`src/ina_pkg.sv`:
```
// shared types and constants for the intra neighbour availability block
// used by ina_decide and intra_neighbour_availability; no dependencies
package ina_pkg;

   localparam int unsigned REQ_DATA_W = 112;
   localparam int unsigned RSP_DATA_W = 24;
   localparam int unsigned CSR_DATA_W = 14;
   localparam int unsigned CSR_INDEX_W = 2;
   localparam int unsigned FLAGS_W = 17;
   localparam int unsigned COUNT_W = 3;

   typedef enum logic [CSR_INDEX_W-1:0] {
      CSR_PICTURE_WIDTH  = 2'd0,
      CSR_PICTURE_HEIGHT = 2'd1,
      CSR_TREE_UNIT_WIDTH = 2'd2
   } csr_index_type;

   localparam logic [1:0] SIZE_64 = 2'd3;

   typedef struct packed {
      logic [63:0] done_map;
      logic        top_right_tree_ok;
      logic        top_left_tree_ok;
      logic        top_tree_ok;
      logic        left_tree_ok;
      logic [12:0] picture_y;
      logic [12:0] picture_x;
      logic [1:0]  size_code;
      logic [5:0]  unit_y;
      logic [5:0]  unit_x;
   } item_type;

   typedef struct packed {
      logic [13:0] picture_width;
      logic [13:0] picture_height;
      logic [6:0]  tree_unit_width;
   } cfg_type;

   typedef struct packed {
      logic               skipped;
      logic [COUNT_W-1:0] region_count;
      logic [FLAGS_W-1:0] neighbour_flags;
   } result_type;

endpackage

```
`src/intra_neighbour_availability.sv`:
```
// top level: stream ports, configuration registers and the two-stage pipeline
// depends on ina_pkg and ina_decide
//
// Intra neighbour availability: takes one coding unit per beat and returns one
// result beat telling which of the bottom-left, left, top-left, top and
// top-right reference regions are usable, one flag per 8 pixels, plus the count
// of usable regions. A beat is registered on input, decided in combinational
// logic and registered on output; a new beat is taken every cycle as long as the
// result side keeps up, and the output stage, and a full input stage, hold while
// a result beat waits with rsp_tready low. Configuration writes are taken at any
// edge with csr_we high and should only happen while no beat is in flight.
module intra_neighbour_availability
   import ina_pkg::*;
(
   input  logic                   clock,
   input  logic                   reset,
   input  logic                   req_tvalid,
   output logic                   req_tready,
   // unit_x, unit_y, size_code, picture_x, picture_y, left_tree_ok,
   // top_tree_ok, top_left_tree_ok, top_right_tree_ok, done_map, zero pad
   input  logic [REQ_DATA_W-1:0]  req_tdata,
   output logic                   rsp_tvalid,
   input  logic                   rsp_tready,
   // neighbour_flags, region_count, zero pad
   output logic [RSP_DATA_W-1:0]  rsp_tdata,
   // skipped
   output logic                   rsp_tuser,
   input  logic                   csr_we,
   input  logic [CSR_INDEX_W-1:0] csr_index,
   input  logic [CSR_DATA_W-1:0]  csr_wdata
);

   cfg_type    cfg_ff;
   item_type   item_ff;
   logic       item_valid_ff;
   result_type result;
   result_type result_ff;
   logic       rsp_valid_ff;
   logic       out_ready;

   always_ff @(posedge clock) begin
      if (reset) begin
         cfg_ff.picture_width <= 14'd1920;
         cfg_ff.picture_height <= 14'd1080;
         cfg_ff.tree_unit_width <= 7'd64;
      end else if (csr_we) begin
         unique case (csr_index)
            CSR_PICTURE_WIDTH:   cfg_ff.picture_width <= csr_wdata;
            CSR_PICTURE_HEIGHT:  cfg_ff.picture_height <= csr_wdata;
            CSR_TREE_UNIT_WIDTH: cfg_ff.tree_unit_width <= csr_wdata[6:0];
            default: ;
         endcase
      end
   end

   assign out_ready = !rsp_valid_ff || rsp_tready;
   assign req_tready = !item_valid_ff || out_ready;

   always_ff @(posedge clock) begin
      if (reset) begin
         item_valid_ff <= 1'b0;
      end else if (req_tready) begin
         item_valid_ff <= req_tvalid;
      end
   end

   always_ff @(posedge clock) begin
      if (req_tvalid && req_tready) begin
         item_ff <= item_type'(req_tdata[$bits(item_type)-1:0]);
      end
   end

   ina_decide u_decide (
      .item   (item_ff),
      .cfg    (cfg_ff),
      .result (result)
   );

   always_ff @(posedge clock) begin
      if (reset) begin
         rsp_valid_ff <= 1'b0;
      end else if (out_ready) begin
         rsp_valid_ff <= item_valid_ff;
      end
   end

   always_ff @(posedge clock) begin
      if (out_ready && item_valid_ff) begin
         result_ff <= result;
      end
   end

   assign rsp_tvalid = rsp_valid_ff;
   assign rsp_tdata = {{(RSP_DATA_W - FLAGS_W - COUNT_W){1'b0}},
                       result_ff.region_count, result_ff.neighbour_flags};
   assign rsp_tuser = result_ff.skipped;

   // a held input beat moves to the output whenever the output can take it
   a_advance: assert property (@(posedge clock) disable iff (reset)
      item_valid_ff && out_ready |=> rsp_tvalid)
      else $error("input stage beat did not reach the output stage");

   // a skipped unit carries no flags and no count
   a_skip_zero: assert property (@(posedge clock) disable iff (reset)
      rsp_tvalid && rsp_tuser |-> rsp_tdata == '0)
      else $error("skipped result with nonzero flags or count");

   // no flags means no regions counted
   a_count_flags: assert property (@(posedge clock) disable iff (reset)
      rsp_tvalid |-> ((rsp_tdata[FLAGS_W-1:0] == '0) ==
                      (rsp_tdata[FLAGS_W+COUNT_W-1:FLAGS_W] == '0)))
      else $error("region count disagrees with flags");

   // pipeline comes out of reset empty
   a_reset_empty: assert property (@(posedge clock)
      $past(reset) |-> !rsp_tvalid && !item_valid_ff)
      else $error("pipeline not empty after reset");

endmodule

```
`src/ina_decide.sv`:
```
// availability decision for one coding unit, purely combinational
// depends on ina_pkg
module ina_decide
   import ina_pkg::*;
(
   input  item_type   item,
   input  cfg_type    cfg,
   output result_type result
);

   logic [7:0]  unit_size;
   logic [7:0]  x_end;
   logic [7:0]  y_end;
   logic [13:0] px_end;
   logic [13:0] py_end;
   logic [4:0]  n;
   logic [FLAGS_W-1:0] mask;
   logic        left, top, tl_avail, bl_avail, tr_avail, cand_tr;
   logic        bl_done, tr_done;
   logic [2:0]  bl_col, tr_row;
   logic [5:0]  bl_bit, tr_bit;

   always_comb begin
      unit_size = 8'd8 << item.size_code;
      n = 5'd1 << item.size_code;
      x_end = {2'b00, item.unit_x} + unit_size;
      y_end = {2'b00, item.unit_y} + unit_size;
      px_end = {1'b0, item.picture_x} + {6'd0, unit_size};
      py_end = {1'b0, item.picture_y} + {6'd0, unit_size};

      // map lookups; rows or columns off the map read as not coded
      bl_col = item.unit_x[5:3] - 3'd1;
      bl_bit = {y_end[5:3], bl_col};
      bl_done = (item.unit_x == 6'd0) ||
                ((item.unit_x[5:3] != 3'd0) && (y_end[7:6] == 2'b00) &&
                 item.done_map[bl_bit]);
      tr_row = item.unit_y[5:3] - 3'd1;
      tr_bit = {tr_row, x_end[5:3]};
      tr_done = (item.unit_y == 6'd0) ||
                ((item.unit_y[5:3] != 3'd0) && (x_end[7:6] == 2'b00) &&
                 item.done_map[tr_bit]);

      left = item.left_tree_ok || (item.unit_x != 6'd0);
      top = item.top_tree_ok || (item.unit_y != 6'd0);
      tl_avail = left && top &&
                 (item.top_left_tree_ok || (item.unit_x != 6'd0) || (item.unit_y != 6'd0));

      if (x_end == {1'b0, cfg.tree_unit_width}) begin
         cand_tr = item.top_right_tree_ok && (item.unit_y == 6'd0) &&
                   (item.picture_y != 13'd0);
      end else begin
         cand_tr = top;
      end

      bl_avail = left && (y_end != {1'b0, cfg.tree_unit_width}) &&
                 (py_end < cfg.picture_height) && bl_done;
      tr_avail = cand_tr && (px_end < cfg.picture_width) && tr_done;

      mask = (FLAGS_W'(1) << n) - FLAGS_W'(1);

      if (item.size_code == SIZE_64) begin
         result.skipped = 1'b1;
         result.region_count = '0;
         result.neighbour_flags = '0;
      end else begin
         result.skipped = 1'b0;
         result.region_count = COUNT_W'(bl_avail) + COUNT_W'(left) +
                               COUNT_W'(tl_avail) + COUNT_W'(top) + COUNT_W'(tr_avail);
         result.neighbour_flags = (bl_avail ? mask : '0)
                                | (left ? (mask << n) : '0)
                                | (tl_avail ? (FLAGS_W'(1) << 8) : '0)
                                | (top ? (mask << 9) : '0)
                                | (tr_avail ? (mask << (5'd9 + n)) : '0);
      end
   end

endmodule

```
`config.mk`:
```
export PLATFORM = sky130hd
export DESIGN_NAME = intra_neighbour_availability
export DESIGN_NICKNAME = d
export VERILOG_FILES = /design/src/ina_pkg.sv /design/src/intra_neighbour_availability.sv /design/src/ina_decide.sv
export SDC_FILE = /design/constraint.sdc
export NUM_CORES = 1
export LEC_CHECK = 0
export BUFFER_PORTS_ARGS = -buffer_cell sky130_fd_sc_hd__buf_4
export CAP_MARGIN = 20
export CORE_UTILIZATION = 60
export CTS_CLUSTER_DIAMETER = 100
export CTS_CLUSTER_SIZE = 30
export DETAILED_ROUTE_END_ITERATION = 12
export PLACE_DENSITY = 0.85
export SLEW_MARGIN = 10
export SYNTH_ARGS = -nofsm -noshare
export SYNTH_HDL_FRONTEND = slang
export SYNTH_SLANG_ARGS = --single-unit
```
`constraint.sdc`:
```
create_clock -name clock -period 10.8 [get_ports clock]
set_clock_uncertainty 0.05 [all_clocks]
set_input_delay 1.08 -clock clock [delete_from_list [all_inputs] [get_ports clock]]
set_output_delay 1.08 -clock clock [all_outputs]
set_load 0.005 [all_outputs]
```
# ---- After elaboration in Yosys (flattened, before gate mapping)
# Cells that the tools add are included.
dict set report word_totals {
  output_inout_bits 27
  inputBits 133
  ff_bits 166
  wordCells 97
}
dict set report classes {
  eq_ne 5
  n_reduce_logical 38
  bitwise 4
  n_addsub 12
  mux 11
  magnitude_cmp 4
  shifts 5
}
# op count
set ops {}
lappend ops {{two-way mux 17 bit} 4}
lappend ops {{bitwise OR 17 bit} 4}
lappend ops {{left shift 17 x 5 -> 17 bit} 2}
lappend ops {{adder 13 x 8 -> 14 bit} 2}
lappend ops {{less-than comparator 14 bit} 2}
lappend ops {{two-way mux 21 bit} 1}
lappend ops {{left shift 1 x 5 -> 17 bit (first input constant)} 1}
lappend ops {{subtractor 17 x 2 -> 17 bit (second input constant)} 1}
lappend ops {{adder 6 x 8 -> 8 bit} 2}
lappend ops {{logical AND 1 bit} 15}
lappend ops {{less-than comparator 6 x 7 -> 1 bit (second input constant)} 2}
lappend ops {{nonzero test 13 bit} 1}
lappend ops {{binary-select mux 1 bit (select 6 bit)} 2}
lappend ops {{logical NOT 6 bit} 2}
lappend ops {{nonzero test 6 bit} 2}
lappend ops {{adder 3 x 1 -> 3 bit} 3}
lappend ops {{two-way mux 9 bit} 1}
lappend ops {{== test 8 x 7 -> 1 bit} 1}
lappend ops {{logical OR 1 bit} 8}
lappend ops {{inequality test 8 x 7 -> 1 bit} 1}
lappend ops {{left shift 4 x 2 -> 8 bit (first input constant)} 1}
lappend ops {{logical NOT 2 bit} 3}
lappend ops {{AND reduction 2 bit} 3}
lappend ops {{nonzero test 3 bit} 2}
lappend ops {{8 further kinds} 13}

# ---- Depth between registers and ports, before layout
dict set report depth {
  depth_word 13
  ltp_mapped 24
  ltp_nobuf 21
}

# ---- Cells and area by module
# Synthesis repeated with hierarchy kept, for this count alone.
dict set report hier_totals {
  hier_cells 686
  area_unflattened_um2 8787.2
}
# mod cells_each area_each_um2 seq_area_each_um2 instances
set by_module_without_submodules {}
lappend by_module_without_submodules {intra_neighbour_availability 286 5461.5 4614.4 1}
lappend by_module_without_submodules {ina_decide 400 3325.7 0.0 1}

# ---- Least setup slack after synthesis
# Ideal clock, no wire load.
dict set report synth_timing {
  path_type {register to register}
  startpoint {register item_ff[13] (netlist bit)}
  endpoint {register result_ff (netlist bit rsp_tdata[18]), data pin}
  period_less_slack_ns 5.255
  n_path_buf 3
  t_required_ns 10.495
  t_arrival_ns 4.951
  setup_time_ns 0.255
  stages_incl_launch_ff 25
  slack_ns 5.545
  cell_sequence {edfxtp_1 > buf_2 > and2b_1 > buf_1 > xor2_1 > ha_1 > o21ai_0 > o21ai_0 > a21oi_1 > nand3b_1 > nor2_1 > xor2_1 > ha_1 > a21oi_1 > nor2b_1 > o21ai_0 > o2111ai_1 > a211oi_1 > and4_1 > buf_6 > ha_1 > fa_1 > ha_1 > fa_1 > and2_1}
}
dict set report synth_between {
  elab_chain_cells 11
  word_cells_on_any_way 32
  classes_between {8 x add/sub; 2 x order compare; 3 x eq/ne; 1 x shift; 5 x mux; 13 x reduce/logical}
}
# item line
set synth_rtl {}
lappend synth_rtl {{start: declaration} intra_neighbour_availability.sv:34} ;# item_type item_ff;
lappend synth_rtl {{start signal: assignment} intra_neighbour_availability.sv:69} ;# item_ff <= item_type'(req_tdata[$bits(item_type)-1:0]);
lappend synth_rtl {{left shift 4 x 2 -> 8 bit} ina_decide.sv:24} ;# unit_size = 8'd8 << item.size_code;
lappend synth_rtl {{adder 6 x 8 -> 8 bit} ina_decide.sv:27} ;# y_end = {2'b00, item.unit_y} + unit_size;
lappend synth_rtl {{binary-select mux 1 bit (select 6 bit) / logical NOT 2 bit (equally long branches)} {ina_decide.sv:36, ina_decide.sv:35}}
lappend synth_rtl {{two-way mux 1 bit (not written as such) / logical AND 1 bit (equally long branches)} {ina_decide.sv:36, ina_decide.sv:35}}
lappend synth_rtl {{logical AND 1 bit} ina_decide.sv:35} ;# ((item.unit_x[5:3] != 3'd0) && (y_end[7:6] == 2'b00) &&
lappend synth_rtl {{logical OR 1 bit} ina_decide.sv:34} ;# bl_done = (item.unit_x == 6'd0) ||
lappend synth_rtl {{logical AND 1 bit} ina_decide.sv:56} ;# (py_end < cfg.picture_height) && bl_done;
lappend synth_rtl {{adder 1 x 1 -> 2 bit} ina_decide.sv:67} ;# result.region_count = COUNT_W'(bl_avail) + COUNT_W'(left) +
lappend synth_rtl {{adder 3 x 1 -> 3 bit} ina_decide.sv:67}
lappend synth_rtl {{adder 3 x 1 -> 3 bit (2 in series)} ina_decide.sv:68} ;# COUNT_W'(tl_avail) + COUNT_W'(top) + COUNT_W'(tr_avail);
lappend synth_rtl {{end signal: assignment} intra_neighbour_availability.sv:89} ;# result_ff <= result;
lappend synth_rtl {{end: declaration} intra_neighbour_availability.sv:37} ;# result_type result_ff;
# Several ways; a longest one is shown, not always the timed one. The select of a mux whose other input is x is not followed.
# A chain may end at the register's enable or synchronous reset.

# ---- Worst setup path in the final report
# Same ends and word-level chain as after synthesis.

==> summary by stage <==
Yosys
Of all cell types, the one taking the most synthesized area is sky130_fd_sc_hd__edfxtp_1. The flop and latch count out of synthesis is ~160. For this run, the number of Yosys warnings is 0. For this run, the leading register cell type out of synthesis is sky130_fd_sc_hd__edfxtp_1.

After synthesis, the cell types taking the most area are sky130_fd_sc_hd__edfxtp_1, sky130_fd_sc_hd__mux4_2, sky130_fd_sc_hd__dfxtp_1, sky130_fd_sc_hd__ha_1, sky130_fd_sc_hd__nand2_1. The mean area per synthesized cell is about 13 um^2. In the synthesized netlist, the number of instances is ~670. Summing every instance area after synthesis gives roughly 0.0084 mm^2.

The async set or reset register ratio after synthesis is 0. Counting flops with a built-in enable in the synthesized netlist gives ~130. The share of the Yosys chip area taken by registers is 0.5358.

The count of distinct cell types in the synthesized netlist is approximately 70. The share of synthesized area in the top cell type comes to 0.4481.

Finish
The top cell types in the final layout, fill and taps aside, are sky130_fd_sc_hd__buf_4, sky130_fd_sc_hd__edfxtp_1, sky130_fd_sc_hd__nand2_1. The finished layout holds 1005 standard cells, fillers aside. The antenna diode count is 0.

The total non-filler cell area in the finished layout is just over 0.01 mm^2. The filler cell count in the final layout is ~800. The net count reported at finish is around 1000. Leaving out fill and tap cells, the most frequent cell in the layout is sky130_fd_sc_hd__buf_4.

In the final layout, the share of cells above drive strength 1 is 0.2847. The signed area change from the synthesized netlist to the final layout is 21.86%.

Flow run
The max-cap check violation count is 0.

STA
The worst setup slack after layout is between 4 and 5 ns. Headroom to the max-slew limit came out at 0.4197. The setup TNS after final layout is 0 ns. The worst hold-check slack is 0.4100 ns. The slew of the pin with the lowest slew margin is 0.8638 ns. The ratio of final minimum period to clock period is 0.5699.

The achievable frequency is between 150 and 200 MHz. Setup repair after global routing left no endpoint under its margin. The number of max-slew violations in the final report is 0. The number of hold violations in the final report is 0. The number of setup violations in the final report is 0.

The clock period could shrink to 6.155 ns.

Die
During I/O placement, the number of pins put on the boundary was 160. The overall die width is between 100 and 150 um. The starting utilization of the core area is 0.6253. The area of the die is roughly 0.015 mm^2. The core box area is roughly 0.014 mm^2.

The initialized floorplan defines 42 standard-cell rows. The die outline height is between 100 and 150 um.

Placed design
At the placement stage, the worst setup path has a slack of roughly 4.7 ns. Summed over all nets, the half-perimeter wirelength after detailed placement is 13730 um. At the end of routability-driven placement, the weighted congestion stood at between 0.9 and 1. Once placement completed, the tool counted placed cells totaling 972. The area of placed instances is 0.009659 mm^2. The count of buffers inserted at the top-level ports is 151.

Global routing
The initial antenna violation count is 0. The via count of the first global-routing pass came to 5930. The first global-routing pass estimated 29630 um of wire. The global routing usage summed across all routing layers is 0.2740. The total congestion overflow after global routing is 0. Entering global routing, the biggest net connects 59 pins.

Setup path
In this run the worst setup path begins at item_ff[13]. The type of origin of the critical path is a flip-flop. The worst setup path category is reg2reg.

The depth of the most critical reg-to-reg path is 21. The worst register-to-register path ends at rsp_tdata[18]. In this run the worst path has a maximum fanout of 14.

Data on the critical path arrives at its endpoint at between 6 and 7 ns. The launch instance of the worst register-to-register path is item_ff[13]. The required time of the worst setup path is 10.93 ns.

The worst register-to-register path has a setup slack of 4.65 ns. STA classifies the critical path endpoint as a flip-flop.

Routing
The via count is 5848. The post-route DRC violation count is 0. Before antenna repair, the detailed router went through 5 iterations. After detailed routing, the total wire length is around 19000 um. Dividing the detail-routed wire length by the instance count gives ~19 um. After the first detailed-routing iteration, the DRC count stood at around 490. The remaining number of nets flagged by the antenna check after routing is 0.

Using the TritonRoute via totals, the vias-per-cell ratio works out to 5.819.

Clock tree
The clock root buffer master is sky130_fd_sc_hd__clkbuf_16. At the later pin of the worst-skew pair, clock insertion delay measures 0.44 ns. The setup fix buffers added after clock tree synthesis is 0. The register clock-pin slew on the reported worst setup and hold paths is 0.06 ns.

Gates resized during post-CTS repair numbered 0. Buffers inserted to repair hold after CTS numbered 0. The number of buffers added by the clock tree synthesis step is 17. The number of clock sinks is around 160. In this run the number of H-tree levels came out at 4. The clock tree from TritonCTS is built.

The maximum count of clock buffers along a single path is 2.

Min path
The critical hold path startpoint is cfg_ff[24]. The type of the worst min-delay path is reg2reg. The worst hold path was traced through 2 stages. For hold timing, the worst endpoint is cfg_ff[24].

Run status
The flow ran to the end, and the final reports show no timing, DRC or antenna violations.

Power
Across the VDD grid, the largest voltage drop is around 130 uV. The power density over the cells is ~160 mW/mm^2. The total leakage power is about 4.1 nW.
==> flip-flops by register name, summed over array words and instances (netlist names) <==
| register | cells |
|---|---|
| cfg_ff | 35 |
| item_ff | 108 |
| item_valid_ff | 1 |
| rsp_tdata | 17 |
| rsp_tuser | 1 |
| rsp_tvalid | 1 |
==> critical path, cell delays in order (launching register included) <==
cell	delay [ns]
sky130_fd_sc_hd__edfxtp_1	0.62
sky130_fd_sc_hd__and2b_1	0.72
sky130_fd_sc_hd__xor2_1	0.14
sky130_fd_sc_hd__ha_1	0.26
sky130_fd_sc_hd__o21ai_0	0.09
sky130_fd_sc_hd__o21ai_0	0.12
sky130_fd_sc_hd__a21oi_1	0.25
sky130_fd_sc_hd__nand3b_1	0.21
sky130_fd_sc_hd__nor2_1	0.08
sky130_fd_sc_hd__xor2_1	0.14
sky130_fd_sc_hd__ha_1	0.29
sky130_fd_sc_hd__a21oi_1	0.13
sky130_fd_sc_hd__nor2b_1	0.05
sky130_fd_sc_hd__o21ai_0	0.31
sky130_fd_sc_hd__o2111ai_1	0.16
sky130_fd_sc_hd__a211oi_1	0.23
sky130_fd_sc_hd__and4_1	0.45
sky130_fd_sc_hd__ha_1	0.33
sky130_fd_sc_hd__fa_1	0.46
sky130_fd_sc_hd__ha_1	0.22
sky130_fd_sc_hd__fa_1	0.44
sky130_fd_sc_hd__and2_1	0.16
==> metal layers <==
| metal | part of all wire | global-route usage | routed length, um | vias up |
|---|---|---|---|---|
| met1 | 0.41 | 0.3501 | 7806 | 2817 |
| li1 | - | - | - | 2763 |
| met5 | 0 | 0 | 0 | - |
| met2 | 0.51 | 0.4591 | 9678 | 243 |
| met4 | 0.014 | 0.1034 | 257 | 0 |
| met3 | 0.063 | 0.05991 | 1190 | 25 |
==> worst max-delay path by stage <==
stage / to / depth (start not counted)
floorplan: rsp_tdata[18] / 24
detailed placement: rsp_tdata[18] / 21
finish: rsp_tdata[18] / 21
CTS: rsp_tdata[18] / 21
global route: rsp_tdata[18] / 21
global placement: rsp_tdata[18] / 21
==> cell type report <==
cell class	instances	area [um^2]	area share
Sequential cell	163	4524	0.4397
Multi-Input combinational cell	434	3586	0.3485
Timing Repair Buffer	156	1191	0.1158
Clock buffer	18	429.2	0.04171
Tap cell	176	220.2	0.02140
Clock inverter	14	173.9	0.01690
Inverter	44	165.2	0.01605
==> cell usage after synthesis (all sizes together), types with 3 or more instances <==
cell type	instances
clkbuf	14
buf	20
o2111ai	3
nor2	42
a211oi	6
nor2b	8
a31oi	3
o21ai	18
edfxtp	126
nor4	5
nand3	10
nand2	64
and2	9
a211o	10
ha	45
mux4	34
a21o	7
dfxtp	37
mux2i	12
nand3b	4
inv	44
nand2b	7
nor3	4
nand4	11
nor3b	3
xor2	11
xnor2	27
and4	3
a21oi	48
mux2	3
==> kinds of logic (layout without fill, tap and decap cells) <==
group           after synthesis  in the layout  share of synthesized area
buf+inv                      78            232                    0.04119
fa+ha+maj                    49             49                    0.07379
simple gates                181            181                     0.1059
compound gates              113            113                    0.09009
xor+xnor                     38             38                    0.04386
flops                       163            163                     0.5358
other cells                   1              4                  0.0004441
mux                          49             49                     0.1089
==> power by group <==
part	switching [mW]	leakage (nW)	internal [mW]
Sequential	0.0242	1.52	0.716
Combinational	0.118	2.25	0.130
Clock	0.246	0.287	0.366
==> metrics by stage <==
stage | utilization | power (mW)
after global routing | 0.7619 | 1.657
final | 0.7619 | 1.600
after CTS | 0.7599 | 1.600
after global placement | 0.7152 | 0.9815
after detailed placement | 0.7152 | 0.9932
after floorplan | - | 0.9062
Note: power is estimated with default switching activity, not from simulation.
